--- src/rtl/fpa_pkg.sv ---
// ============================================================================
// fpa_pkg
// Shared types and constants for the fixed-point amount to ASCII formatter.
// ============================================================================
`default_nettype none

package fpa_pkg;

    // Amount and decimal digit row
    localparam int AMT_W  = 64;
    localparam int NDIG   = 20;                 // decimal digits of a 64-bit value
    localparam int STEP_W = $clog2(AMT_W);
    localparam int DIDX_W = $clog2(NDIG);
    localparam int POS_W  = 7;                  // character positions and limits

    // Fraction count clamp
    localparam int          FRAC_W   = 3;
    localparam logic [2:0]  FRAC_MAX = 3'd6;

    // Token: clamped to TOKEN_CHARS and to the 8 bytes of the token register
    localparam int          TOKEN_CHARS = 8;
    localparam int          TOK_BYTES   = 8;
    localparam logic [3:0]  TOK_MAX     = (TOKEN_CHARS < TOK_BYTES) ?
                                          4'(TOKEN_CHARS) : 4'(TOK_BYTES);

    // Characters
    localparam logic [7:0] CH_ZERO  = 8'h30;
    localparam logic [7:0] CH_POINT = 8'h2E;
    localparam logic [7:0] CH_SPACE = 8'h20;

    // Configuration register indexes
    localparam logic [1:0] REG_MAX_CHARS    = 2'd0;
    localparam logic [1:0] REG_TOKEN_TEXT   = 2'd1;
    localparam logic [1:0] REG_TOKEN_LENGTH = 2'd2;

    typedef logic [NDIG-1:0][3:0] bcd_vec_t;

    // What every digit cell does in a cycle
    typedef enum logic [1:0] {
        CELL_HOLD   = 2'd0,
        CELL_CLEAR  = 2'd1,   // load: digits to zero, amount into binary shifter
        CELL_DABBLE = 2'd2,   // add-3 adjust and shift one bit up the row
        CELL_DSHIFT = 2'd3    // shift one whole digit up the row
    } cell_mode_t;

    typedef enum logic [2:0] {
        ST_IDLE = 3'd0,
        ST_CONV = 3'd1,
        ST_PLAN = 3'd2,
        ST_FIT  = 3'd3,
        ST_SKIP = 3'd4,
        ST_EMIT = 3'd5
    } fpa_state_t;

endpackage

`default_nettype wire

--- src/rtl/fpa_bcd_cell.sv ---
// ============================================================================
// fpa_bcd_cell
// One decimal digit of the conversion row: shift-add-3 or whole-digit shift.
// ============================================================================
`default_nettype none

module fpa_bcd_cell (
    input  wire logic                aclk,
    input  wire fpa_pkg::cell_mode_t mode_i,
    input  wire logic                carry_i,   // bit from the lower neighbor
    input  wire logic [3:0]          digit_i,   // digit of the lower neighbor
    output logic                     carry_o,   // bit to the upper neighbor
    output logic [3:0]               digit_o
);
    import fpa_pkg::*;

    logic [3:0] digit_reg;
    logic [3:0] digit_next;
    logic [3:0] adj;

    // add 3 when the digit would overflow past 9 after doubling
    assign adj     = (digit_reg >= 4'd5) ? digit_reg + 4'd3 : digit_reg;
    assign carry_o = adj[3];
    assign digit_o = digit_reg;

    always_comb begin
        case (mode_i)
            CELL_CLEAR:  digit_next = 4'd0;
            CELL_DABBLE: digit_next = {adj[2:0], carry_i};
            CELL_DSHIFT: digit_next = digit_i;
            default:     digit_next = digit_reg;
        endcase
    end

    always_ff @(posedge aclk) begin
        digit_reg <= digit_next;
    end

endmodule

`default_nettype wire

--- src/rtl/fpa_bcd_chain.sv ---
// ============================================================================
// fpa_bcd_chain
// Binary shifter feeding a row of digit cells; digit 0 is the units digit.
// ============================================================================
`default_nettype none

module fpa_bcd_chain (
    input  wire logic                        aclk,
    input  wire fpa_pkg::cell_mode_t         mode_i,
    input  wire logic [fpa_pkg::AMT_W-1:0]   amount_i,
    output fpa_pkg::bcd_vec_t                digits_o
);
    import fpa_pkg::*;

    logic [AMT_W-1:0] bin_reg;
    logic [AMT_W-1:0] bin_next;
    logic [NDIG:0]    carry;
    logic [3:0]       dig_in [NDIG];

    // binary source, msb first into the units cell
    always_comb begin
        case (mode_i)
            CELL_CLEAR:  bin_next = amount_i;
            CELL_DABBLE: bin_next = {bin_reg[AMT_W-2:0], 1'b0};
            default:     bin_next = bin_reg;
        endcase
    end

    always_ff @(posedge aclk) begin
        bin_reg <= bin_next;
    end

    assign carry[0] = bin_reg[AMT_W-1];

    // row of cells
    for (genvar i = 0; i < NDIG; i++) begin : g_cell
        if (i == 0) begin : g_first
            assign dig_in[i] = 4'd0;
        end else begin : g_rest
            assign dig_in[i] = digits_o[i-1];
        end

        fpa_bcd_cell u_cell (
            .aclk    (aclk),
            .mode_i  (mode_i),
            .carry_i (carry[i]),
            .digit_i (dig_in[i]),
            .carry_o (carry[i+1]),
            .digit_o (digits_o[i])
        );
    end

endmodule

`default_nettype wire

--- src/rtl/fixed_point_amount_to_ascii.sv ---
// ============================================================================
// fixed_point_amount_to_ascii
// Prints a 64-bit amount with 0..6 fractional digits as ASCII text, one
// character per output word, optional space and token appended.
// ============================================================================
//
//  Channel  Dir  Handshake           Payload
//  -------  ---  ------------------  -------------------------------------------
//  s_       in   s_tvalid/s_tready   s_tdata: amount[63:0], fraction_digits[66:64]
//  m_       out  m_tvalid/m_tready   m_tdata: out_char[7:0]; m_tlast: last
//  cfg_     in   cfg_we              cfg_index, cfg_wdata (no read-back)
//
//  One amount at a time: accept, double-dabble of all 64 bits in the
//  digit row, planning in ST_PLAN and ST_FIT, whole-digit shifts that bring
//  the N text digits (integer and fraction) to the top of the row, then one
//  character per cycle (up to 30) while the output register is free.
//  s_tready is high only between amounts; the last character may still wait.
//  Reset (aresetn low, synchronous) clears control and loads register resets.
//  A stalled m_ side holds the word and pauses the character sequence.
//
`default_nettype none

module fixed_point_amount_to_ascii (
    input  wire logic        aclk,
    input  wire logic        aresetn,
    // input words
    input  wire logic        s_tvalid,
    output logic             s_tready,
    input  wire logic [71:0] s_tdata,   // [63:0] amount, [66:64] fraction_digits
    // result words
    output logic             m_tvalid,
    input  wire logic        m_tready,
    output logic [7:0]       m_tdata,   // [7:0] out_char
    output logic             m_tlast,   // last
    // configuration
    input  wire logic        cfg_we,
    input  wire logic [1:0]  cfg_index,
    input  wire logic [63:0] cfg_wdata
);
    import fpa_pkg::*;

    // configuration registers
    logic [6:0]  max_chars_reg;
    logic [63:0] token_text_reg;
    logic [3:0]  token_length_reg;

    always_ff @(posedge aclk) begin
        if (!aresetn) begin
            max_chars_reg    <= 7'd32;
            token_text_reg   <= 64'd0;
            token_length_reg <= 4'd0;
        end else if (cfg_we) begin
            case (cfg_index)
                REG_MAX_CHARS:    max_chars_reg    <= cfg_wdata[6:0];
                REG_TOKEN_TEXT:   token_text_reg   <= cfg_wdata;
                REG_TOKEN_LENGTH: token_length_reg <= cfg_wdata[3:0];
                default: ;
            endcase
        end
    end

    // control state
    fpa_state_t       state_reg, state_next;
    logic [STEP_W-1:0] step_reg, step_next;
    logic [DIDX_W-1:0] skip_reg, skip_next;
    logic [POS_W-1:0]  pos_reg, pos_next;
    logic              m_tvalid_reg, m_tvalid_next;

    // per-amount payload
    logic [FRAC_W-1:0] d_reg, d_next;
    logic [DIDX_W-1:0] nd_reg, nd_next;
    logic [POS_W-1:0]  point_reg, point_next;
    logic [POS_W-1:0]  len_txt_reg, len_txt_next;
    logic [POS_W-1:0]  total_reg, total_next;
    logic [63:0]       tok_reg, tok_next;
    logic [7:0]        m_tdata_reg, m_tdata_next;
    logic              m_tlast_reg, m_tlast_next;

    cell_mode_t mode;
    bcd_vec_t   digits;

    fpa_bcd_chain u_chain (
        .aclk     (aclk),
        .mode_i   (mode),
        .amount_i (s_tdata[AMT_W-1:0]),
        .digits_o (digits)
    );

    // planning terms
    logic [DIDX_W-1:0] sig;
    logic [DIDX_W-1:0] d_plus1;
    logic [POS_W-1:0]  d7;
    logic [POS_W-1:0]  point7;
    logic [POS_W-1:0]  n7;
    logic [POS_W-1:0]  limit7;
    logic [POS_W-1:0]  len7;
    logic [FRAC_W-1:0] fi;
    logic [FRAC_W-1:0] best;
    logic [DIDX_W-1:0] fidx;
    logic [POS_W-1:0]  txt7;
    logic [3:0]        tl;
    logic [POS_W:0]    tok_end;
    logic              tok_fit;
    logic [FRAC_W-1:0] s_frac;
    logic              out_free;
    logic              is_last;
    logic [7:0]        ch;
    logic              ch_digit;

    always_comb begin
        // significant digits of the converted amount, at least one
        sig = DIDX_W'(1);
        for (int i = 0; i < NDIG; i++) begin
            if (digits[i] != 4'd0) sig = DIDX_W'(i + 1);
        end
        d_plus1 = DIDX_W'(d_reg) + DIDX_W'(1);

        // text length before and after the cut
        d7     = POS_W'(d_reg);
        point7 = POS_W'(nd_reg) - d7;
        n7     = POS_W'(nd_reg) + ((d_reg != '0) ? POS_W'(1) : POS_W'(0));
        limit7 = (max_chars_reg < 7'd2) ? POS_W'(1) : max_chars_reg - 7'd1;
        len7   = (n7 < limit7) ? n7 : limit7;

        // strip trailing fractional zeros and a dangling point
        fi   = '0;
        best = '0;
        fidx = '0;
        txt7 = len7;
        if (d_reg != '0 && len7 > point7) begin
            fi = FRAC_W'(len7 - point7 - POS_W'(1));
            for (int f = 1; f <= int'(FRAC_MAX); f++) begin
                if (FRAC_W'(f) <= fi) begin
                    fidx = DIDX_W'(d_reg) - DIDX_W'(f);
                    if (digits[fidx] != 4'd0) best = FRAC_W'(f);
                end
            end
            txt7 = (best != '0) ? point7 + POS_W'(best) + POS_W'(1) : point7;
        end

        // token fits when text, space and token stay within the limit
        tl      = (token_length_reg > TOK_MAX) ? TOK_MAX : token_length_reg;
        tok_end = {1'b0, len_txt_reg} + (POS_W+1)'(tl) + (POS_W+1)'(1);
        tok_fit = (tl != 4'd0) && (tok_end <= {1'b0, limit7});
    end

    // character at the current position
    always_comb begin
        ch_digit = 1'b0;
        if (pos_reg < len_txt_reg) begin
            if (d_reg != '0 && pos_reg == point_reg) begin
                ch = CH_POINT;
            end else begin
                ch       = CH_ZERO + {4'd0, digits[NDIG-1]};
                ch_digit = 1'b1;
            end
        end else if (pos_reg == len_txt_reg) begin
            ch = CH_SPACE;
        end else begin
            ch = tok_reg[7:0];
        end
    end

    assign s_frac   = (s_tdata[66:64] > FRAC_MAX) ? FRAC_MAX : s_tdata[66:64];
    assign out_free = !m_tvalid_reg || m_tready;
    assign is_last  = (pos_reg == total_reg - POS_W'(1));

    // next state and outputs
    always_comb begin
        state_next    = state_reg;
        step_next     = step_reg;
        skip_next     = skip_reg;
        pos_next      = pos_reg;
        d_next        = d_reg;
        nd_next       = nd_reg;
        point_next    = point_reg;
        len_txt_next  = len_txt_reg;
        total_next    = total_reg;
        tok_next      = tok_reg;
        m_tdata_next  = m_tdata_reg;
        m_tlast_next  = m_tlast_reg;
        m_tvalid_next = m_tvalid_reg && !m_tready;
        mode          = CELL_HOLD;
        s_tready      = 1'b0;

        case (state_reg)
            ST_IDLE: begin
                s_tready = 1'b1;
                if (s_tvalid) begin
                    mode       = CELL_CLEAR;
                    d_next     = s_frac;
                    step_next  = '0;
                    state_next = ST_CONV;
                end
            end
            ST_CONV: begin
                mode      = CELL_DABBLE;
                step_next = step_reg + STEP_W'(1);
                if (step_reg == '1) state_next = ST_PLAN;
            end
            ST_PLAN: begin
                nd_next    = (sig > d_plus1) ? sig : d_plus1;
                state_next = ST_FIT;
            end
            ST_FIT: begin
                point_next   = point7;
                len_txt_next = txt7;
                total_next   = txt7;
                skip_next    = DIDX_W'(NDIG) - nd_reg;
                tok_next     = token_text_reg;
                pos_next     = '0;
                state_next   = ST_SKIP;
            end
            ST_SKIP: begin
                // the token decision needs the stripped length, now registered
                if (tok_fit) total_next = tok_end[POS_W-1:0];
                if (skip_reg == '0) begin
                    state_next = ST_EMIT;
                end else begin
                    mode      = CELL_DSHIFT;
                    skip_next = skip_reg - DIDX_W'(1);
                end
            end
            ST_EMIT: begin
                if (out_free) begin
                    m_tvalid_next = 1'b1;
                    m_tdata_next  = ch;
                    m_tlast_next  = is_last;
                    pos_next      = pos_reg + POS_W'(1);
                    if (ch_digit) mode = CELL_DSHIFT;
                    if (pos_reg > len_txt_reg) tok_next = {8'd0, tok_reg[63:8]};
                    if (is_last) state_next = ST_IDLE;
                end
            end
            default: state_next = ST_IDLE;
        endcase
    end

    always_ff @(posedge aclk) begin
        if (!aresetn) begin
            state_reg    <= ST_IDLE;
            step_reg     <= '0;
            skip_reg     <= '0;
            pos_reg      <= '0;
            m_tvalid_reg <= 1'b0;
        end else begin
            state_reg    <= state_next;
            step_reg     <= step_next;
            skip_reg     <= skip_next;
            pos_reg      <= pos_next;
            m_tvalid_reg <= m_tvalid_next;
        end
    end

    always_ff @(posedge aclk) begin
        d_reg       <= d_next;
        nd_reg      <= nd_next;
        point_reg   <= point_next;
        len_txt_reg <= len_txt_next;
        total_reg   <= total_next;
        tok_reg     <= tok_next;
        m_tdata_reg <= m_tdata_next;
        m_tlast_reg <= m_tlast_next;
    end

    assign m_tvalid = m_tvalid_reg;
    assign m_tdata  = m_tdata_reg;
    assign m_tlast  = m_tlast_reg;

endmodule

`default_nettype wire

--- config.mk ---
export PLATFORM = sky130hd
export DESIGN_NAME = fixed_point_amount_to_ascii
export DESIGN_NICKNAME = d
export VERILOG_FILES = /design/src/rtl/fpa_pkg.sv /design/src/rtl/fpa_bcd_cell.sv /design/src/rtl/fpa_bcd_chain.sv /design/src/rtl/fixed_point_amount_to_ascii.sv
export SDC_FILE = /design/constraint.sdc
export NUM_CORES = 1
export LEC_CHECK = 0
export ABC_AREA = 1
export BUFFER_PORTS_ARGS = -buffer_cell sky130_fd_sc_hd__buf_2
export CAP_MARGIN = 40
export CORE_ASPECT_RATIO = 1.75
export CORE_MARGIN = 4
export CORE_UTILIZATION = 63
export CTS_BUF_LIST = sky130_fd_sc_hd__clkbuf_2
export CTS_CLUSTER_DIAMETER = 60
export CTS_CLUSTER_SIZE = 10
export DETAILED_ROUTE_END_ITERATION = 8
export PLACE_DENSITY = 0.86
export SLEW_MARGIN = 20
export SYNTH_ARGS = -nofsm -noshare
export SYNTH_HDL_FRONTEND = slang
export SYNTH_HIERARCHICAL = 1
export SYNTH_SLANG_ARGS = --single-unit
export TNS_END_PERCENT = 50
--- constraint.sdc ---
create_clock -name aclk -period 13.14 [get_ports aclk]
set_input_delay 0.657 -clock aclk [delete_from_list [all_inputs] [get_ports aclk]]
set_output_delay 0.657 -clock aclk [all_outputs]
set_load 0.05 [all_outputs]
# == Yosys cells after proc, flatten, opt, wreduce, memory -nomap -nowiden ==
# Cells that the tools add are included.
# totals
register_bits,342
in_bits,143
output_inout_bits,11
wordCells,322
# op_classes
addsub,42
n_lt_le_gt_ge,41
n_eq_ne,22
muxes,124
reduce_logical,56
# ops
operator,n
case mux 64 bit (2 select lines),2
case mux 4 bit (3 select lines),19
2-to-1 mux 64 bit,2
binary-select mux 4 bit (select 5 bit),6
2-to-1 mux 4 bit,26
nonzero test 4 bit,26
2-to-1 mux 5 bit,20
">= comparator 4 x 3 -> 1 bit, second input constant",20
"adder 4 x 2 -> 4 bit, second input constant",19
2-to-1 mux 3 bit,19
2-to-1 mux 7 bit,7
"less-than comparator 5 x 6 -> 1 bit, second input constant",6
case mux 7 bit (2 select lines),2
equality test 7 bit,3
case mux 3 bit (6 select lines),1
AND reduction 2 bit,9
2-to-1 mux 8 bit,2
"inequality test 2 bit, second input constant",8
"adder 7 x 1 -> 7 bit, second input constant",2
> comparator 7 bit,2
"subtractor 7 x 1 -> 7 bit, second input constant",2
case mux 6 bit (2 select lines),1
"subtractor 3 x 3 -> 4 bit, second input constant",3
case mux 5 bit (2 select lines),1
47 further kinds,77

# == Depth between registers and ports, before layout ==
# Gate-level depths: netlist (run 1).
# depth
depth_word,27
ltp_mapped,42
ltp_nobuf,41

# == By module ==
# The synthesis (run 1) kept the hierarchy.
# by_module_without_submodules
mod,instances,cells_per_inst,area_each_um2,seq_area_each_um2
fixed_point_amount_to_ascii,1,1398,10999.3,4974.8
fpa_bcd_cell,20,38,300.3,120.1
fpa_bcd_chain,1,274,2807.7,1921.8

# == Worst setup path after synthesis (run 1) ==
# No wires, ideal clock.
# synth_timing
path_type,register to register
from,reg state_reg[0]
to,reg u_chain.bin_reg[0] (enable)
setup_time_ps,418
arrival_time_ps,12134
t_required_ps,12722
setup_slack_ps,587
path_stages_with_launch,9
path_buffers,0
period_less_slack_ps,12553
path_cell_list,dfxtp_1 nor2_1 inv_1 nor2_1 inv_1 o21ai_0 inv_1 ha_1 inv_1
# synth_between
elab_chain_len,4
elab_cells_between_ends,8
classes_between,5 x eq/ne; 1 x mux; 2 x reduce/logical
# synth_rtl
item,line_no,text
from (decl),fixed_point_amount_to_ascii.sv:63,"fpa_state_t state_reg, state_next;"
from (signal assigned),fixed_point_amount_to_ascii.sv:247,state_reg <= state_next;
equality test 3 bit (tied with other cells),fixed_point_amount_to_ascii.sv:186,case (state_reg)
case mux 2 bit (4 select lines) *,fixed_point_amount_to_ascii.sv:186,
net mode[0],fixed_point_amount_to_ascii.sv:79,cell_mode_t mode;
equality test 2 x 1 -> 1 bit or equality test 2 bit (tied branches),fpa_bcd_chain.sv:22,case (mode_i)
nonzero test 2 bit (no source line) *,-,
to (signal assigned),fpa_bcd_chain.sv:30,bin_reg <= bin_next;
to (decl),fpa_bcd_chain.sv:15,logic [AMT_W-1:0] bin_reg;
# The timed path passes the listed nets; every way through them passes the cells marked *.
# A chain may end at the register's enable or synchronous reset.

# == Worst setup path after layout (run 1) ==
# layout_timing
from,reg d_reg[1]
to,reg total_reg[4] (data pin)
# layout_between
elab_chain_len,27
elab_cells_between_ends,61
classes_between,12 x add/sub; 8 x order compare; 32 x mux; 9 x reduce/logical
# layout_rtl
item,line_no,text
from (decl),fixed_point_amount_to_ascii.sv:70,"logic [FRAC_W-1:0] d_reg, d_next;"
from (signal assigned),fixed_point_amount_to_ascii.sv:256,d_reg <= d_next;
nonzero test 3 bit,"fixed_point_amount_to_ascii.sv:121, fixed_point_amount_to_ascii.sv:130",
2-to-1 mux 1 bit,fixed_point_amount_to_ascii.sv:121,n7 = POS_W'(nd_reg) + ((d_reg != '0) ? POS_W'(1) : POS_W'(0));
adder 5 x 1 -> 6 bit,fixed_point_amount_to_ascii.sv:121,
less-than comparator 6 x 7 -> 1 bit,fixed_point_amount_to_ascii.sv:123,len7 = (n7 < limit7) ? n7 : limit7;
2-to-1 mux 7 bit,fixed_point_amount_to_ascii.sv:123,
subtractor 3 bit,fixed_point_amount_to_ascii.sv:131,fi = FRAC_W'(len7 - point7 - POS_W'(1));
subtractor 3 x 1 -> 3 bit,fixed_point_amount_to_ascii.sv:131,
less-or-equal comparator 1 x 3 -> 1 bit,fixed_point_amount_to_ascii.sv:133,if (FRAC_W'(f) <= fi) begin
[12 not listed],-,
2-to-1 mux 3 bit,fixed_point_amount_to_ascii.sv:133,
2-to-1 mux 3 bit,fixed_point_amount_to_ascii.sv:130,if (d_reg != '0 && len7 > point7) begin
adder 6 x 4 -> 7 bit,fixed_point_amount_to_ascii.sv:138,txt7 = (best != '0) ? point7 + POS_W'(best) + POS_W'(1) : point7;
adder 7 x 1 -> 7 bit,fixed_point_amount_to_ascii.sv:138,
2-to-1 mux 7 bit,fixed_point_amount_to_ascii.sv:138,
2-to-1 mux 7 bit *,fixed_point_amount_to_ascii.sv:130,
case mux 7 bit (2 select lines) *,fixed_point_amount_to_ascii.sv:186,
net total_next[4],fixed_point_amount_to_ascii.sv:74,"logic [POS_W-1:0] total_reg, total_next;"
to (signal assigned),fixed_point_amount_to_ascii.sv:260,total_reg <= total_next;
to (decl),fixed_point_amount_to_ascii.sv:74,
# The timed path passes the listed nets; every way through them passes the cells marked *. The select of a mux whose other input is x is not followed.

==> results.cfg, run 1 <==
[place]
dp_cells = 2927
port_buffers = 148
place_congestion = 0.926
placed_area_mm2 = 0.0209
dpl.hpwl_um = 33100

[clock_network]
cts_setup_buffers = 0
cts_sinks = 342
postCtsHoldBufs = 126
cts_root_buf = clkbuf_2
ctsHtreeMaxLevel = 2
insertion_delay_ps = 980
cts_resized = 0
tritoncts = done
clkTransAtPathRegs_ps = 230
numCtsBuffers = 40
cts_buffer_depth = 3

[logic_synthesis]
syn_avg_cell_area_um2 = 8.15
yosysWarnings = 6
syn_inst = 2427
netlist_area_mm2 = 0.0198

[critical_path]
path_class = reg -> reg
cp-start-kind = flop
cp_data_arrival_time_ps = 7230
cp_data_required_time_ps = 13800
worstPathMaxFanout = 13
max_stage_delay_ps = 600
path_common_cell = nand2_1
cp_slowest_cell = edfxtp_1
end_kind = flop

[grt]
grt_max_degree = 92
gr-total-overflow = 0
grtUsageTotal_pct = 30.4
antenna_found_initial = 3
first_global_vias = 18100
grt_pass1_wl_um = 85800

[final_layout]
final_nets = 2954
largest_register_ffs = 80
final_cell_area_mm2 = 0.0226
fin_cells = 3126
final_cell_mix = nand2_1 (773), edfxtp_1 (245), nand3_1 (218), inv_1 (208), nor2_1 (195)
syn2layout_area_growth_pct = 14.2
layout-drive-gt1-share_pct = 13.0
layout_commonest_cell = nand2_1

[timing]
maxClockFrequency_mhz = 152
skew_ps = 97.2
finalSetupViolCount = 0
period_minus_slack_ps = 6570
timing.hold.ws_ps = 60.0
rsz0062_at_grt = false
worstMarginPinSlew_ps = 838
relSlewSlack_pct = 44.2
min_period_over_period_pct = 50.0
hold_viol_final = 0
setup_tns_ps = 0
final-max-slew-violation-count = 0

[route]
drt_pass1_iterations = 6
route.detailed.drc = 0
vias_per_cell = 5.83
antenna_left = 0
num_vias = 18200
wl_met3_um = 3300
drtIter0Drc = 1500
dr_wl_met2_um = 28700
post_drt_wl_per_cell_um = 17.2
wl_um = 53800
wl_met1_um = 17900
maxUsedRoutingLayer = met4

[pwr]
peakVddDrop_v = 0.000280
p_total_uw = 5170
leakage_uw = 0.0102
power_density_mw_per_mm2 = 229

[floorplanning]
dieArea_mm2 = 0.0344
top_level_ports = 154
core_area_mm2 = 0.0308
rows = 85
die_w_um = 142
initial_utilization_pct = 64.2
die_h_um = 242

[outcome]
status = completed

[min_path]
hold_class = in -> reg

[job]
maxCapViolations = 0
[area by class of cell]
| cell class | instances | area (µm²) |
|---|---|---|
| inverters | 241 | 910 |
| repair buffers | 293 | 2200 |
| clock buffers | 62 | 310 |
| fillers | 2138 | 8250 |
| multi-input cells | 1789 | 9320 |
| well taps | 391 | 489 |
| clock inverters | 4 | 55.1 |
| flip-flops and latches | 342 | 9300 |
| diodes | 4 | 10.0 |
[layer usage]
layer  global-route usage (%)  vias to the layer above
met2                     55.5                      898
met5                        0                        -
met4                     20.1                        0
met1                     31.5                     8394
li1                         -                     8670
met3                     4.48                      272
[metrics by stage]
step	setup slack, ps	util [%]
2_1_floorplan	587	-
3_3_place_gp	6810	67.6
3_5_place_dp	6670	67.8
4_1_cts	6610	73.1
5_1_grt	6120	73.2
6_report	6570	73.2
[worst max-delay path, delay by kind of cell, from the launching register on]
| kind | cells | cell delay (ps) |
|---|---|---|
| adders and majority gates | 8 | 2150 |
| buffers and inverters | 5 | 690 |
| DFF | 1 | 600 |
| and+or+nand+nor | 23 | 2360 |
| AOI/OAI and AO/OA | 2 | 370 |
| xor gates and xnor gates | 1 | 130 |
[where the power goes]
part	internal [µW]	leakage (µW)	switching, µW
clock network	144	0.000281	375
logic	872	0.00676	1820
registers	1690	0.00315	265
[worst paths after layout]
kind	startpoint	end	slack (ps)	cells after the start
setup reg to reg	d_reg[1]$_SDFFCE_PN1P_	total_reg[4]$_DFFE_PP_	6570	39
hold / removal	cfg_wdata[60]	token_text_reg[60]$_SDFFE_PN0P_	60	3
hold reg to reg	token_text_reg[58]$_SDFFE_PN0P_	token_text_reg[58]$_SDFFE_PN0P_	470	2
setup / recovery	d_reg[1]$_SDFFCE_PN1P_	total_reg[4]$_DFFE_PP_	6570	39
(Power assumes the default switching activity.)
==> run 2: changes to the inputs <==
CORE_UTILIZATION = 57   (was 63)
PLACE_DENSITY = 0.82   (was 0.86)
clock period = 5.79 ns   (was 13.14 ns; I/O delays follow)
==> results.cfg, run 2 (same netlist as run 1, synthesis figures left out) <==
[critical_path]
cp_slowest_cell = edfxtp_1
end_kind = flop
max_stage_delay_ps = 450
cp_data_arrival_time_ps = 6200
path_common_cell = nand2_1
worstPathMaxFanout = 7
cp_data_required_time_ps = 6480
cp-start-kind = flop
path_class = reg -> reg

[route]
drt_pass1_iterations = 6
drtIter0Drc = 1285
wl_um = 52900
num_vias = 18000
post_drt_wl_per_cell_um = 16.4
route.detailed.drc = 0
vias_per_cell = 5.57
antenna_left = 0

[timing]
finalSetupViolCount = 0
maxClockFrequency_mhz = 181
period_minus_slack_ps = 5510
final-max-slew-violation-count = 0
min_period_over_period_pct = 95.2
skew_ps = 115
worstMarginPinSlew_ps = 832
relSlewSlack_pct = 44.3
final.setup.worst_slack_ps = 280
hold_viol_final = 0

[grt]
grt_max_degree = 121
grt_pass1_wl_um = 84500
antenna_found_initial = 1
first_global_vias = 18100
grtUsageTotal_pct = 27.1
gr-total-overflow = 0

[place]
place_congestion = 0.902
place_worst_setup_slack_ps = 24.5
dpl.hpwl_um = 34200
port_buffers = 148
placed_area_mm2 = 0.0210
dp_cells = 3003

[floorplanning]
die_w_um = 149
initial_utilization_pct = 57.6
dieArea_mm2 = 0.0379
top_level_ports = 154
core_area_mm2 = 0.0343
rows = 90
die_h_um = 254

[clock_network]
ctsHtreeMaxLevel = 2
numCtsBuffers = 40
insertion_delay_ps = 990
tritoncts = done
cts_root_buf = clkbuf_2
cts_buffer_depth = 3
cts_sinks = 342
clkTransAtPathRegs_ps = 240

[final_layout]
layout-drive-gt1-share_pct = 13.9
largest_register_ffs = 80
final_nets = 2981
syn2layout_area_growth_pct = 15.8
final_util_pct = 66.7
final_cell_area_mm2 = 0.0229
fin_cells = 3221
layout_commonest_cell = nand2_1
final_cell_mix = nand2_1 (770), edfxtp_1 (245), nand3_1 (216), inv_1 (208), nor2_1 (195)

[outcome]
status = completed

[pwr]
peakVddDrop_v = 0.000506
intPower_uw = 6200
power_density_mw_per_mm2 = 516
combPwrFrac_pct = 52.8
leakage_uw = 0.0103
seqPwrFrac_pct = 37.6
power.share.clock_pct = 9.6
p_total_uw = 11800
p_sw_share_pct = 47.5
power.switching_uw = 5610

[min_path]
hold_class = in -> reg

[job]
maxCapViolations = 0
[run 2: cell types whose count changed in the layout (fill, tap and decap cells not counted), moves of 3 or more]
cell | before | now
nand2_2 | 3 | 6
ha_1 | 99 | 95
buf_4 | 14 | 25
ha_2 | 1 | 4
dlygate4sd3_1 | 128 | 144
diode_2 | 4 | 1
nand2_1 | 773 | 770
[run 2: metal layers]
layer / GRT usage [%] / wire length, µm
met5: 0 / 0
met4: 15.2 / 2940
met3: 3.56 / 2510
met2: 52.3 / 28900
met1: 27.7 / 18500
[run 2: cell type report]
cell class              count  area, µm²
flip-flops and latches    342       9300
multi-input cells        1789       9370
fillers                  2599      11400
well taps                 460        576
clock inverters             4       27.5
inverters                 241        910
repair buffers            320       2400
diodes                      1       2.50
clock buffers              64        320
[run 2: power by group through the flow]
stage,clock (µW),combinational [µW],sequential (µW)
floorplan,0,4630,4320
global placement,0,5580,4450
detailed placement,0,5870,4470
CTS,1140,5980,4410
global route,1250,6970,4530
finish,1130,6240,4440
[run 2: critical path, delay by kind of cell (launching register included)]
| family | cells | cell delay [ps] |
|---|---|---|
| adder cells (fa/ha/maj) | 8 | 1870 |
| XOR/XNOR | 1 | 160 |
| AND/OR/NAND/NOR | 21 | 2020 |
| AO/OA/AOI/OAI | 2 | 300 |
| flip-flops | 1 | 450 |
| buffers and inverters | 6 | 490 |
[run 2: path summary, 6_finish.rpt]
check	start	to	slack [ps]	cells after the start
setup / recovery	d_reg[0]$_SDFFCE_PN0P_	total_reg[2]$_DFFE_PP_	280	38
hold / removal	s_tdata[25]	u_chain/bin_reg[25]$_DFFE_PP_	90	4
setup reg to reg	d_reg[0]$_SDFFCE_PN0P_	total_reg[2]$_DFFE_PP_	280	38
hold reg to reg	token_text_reg[56]$_SDFFE_PN0P_	token_text_reg[56]$_SDFFE_PN0P_	470	2
[run 2: timing repair]
action                                  in CTS  in global routing
endpoints found under the hold margin      163                  0
endpoints found under the setup margin       1                 12
resized for setup                            1                 15
pin swaps                                    0                  3
setup buffers                                0                  5
hold buffers                               144                  0
gates cloned                                 0                  0
[run 2: through the flow]
stage / TNS (ps) / hold WS, ps
after floorplan: 0 / 420
after global placement: 0 / 441
after detailed placement: 0 / 448
after CTS: 0 / 52.3
after global routing: -293 / 70.0
final: 0 / 86.0
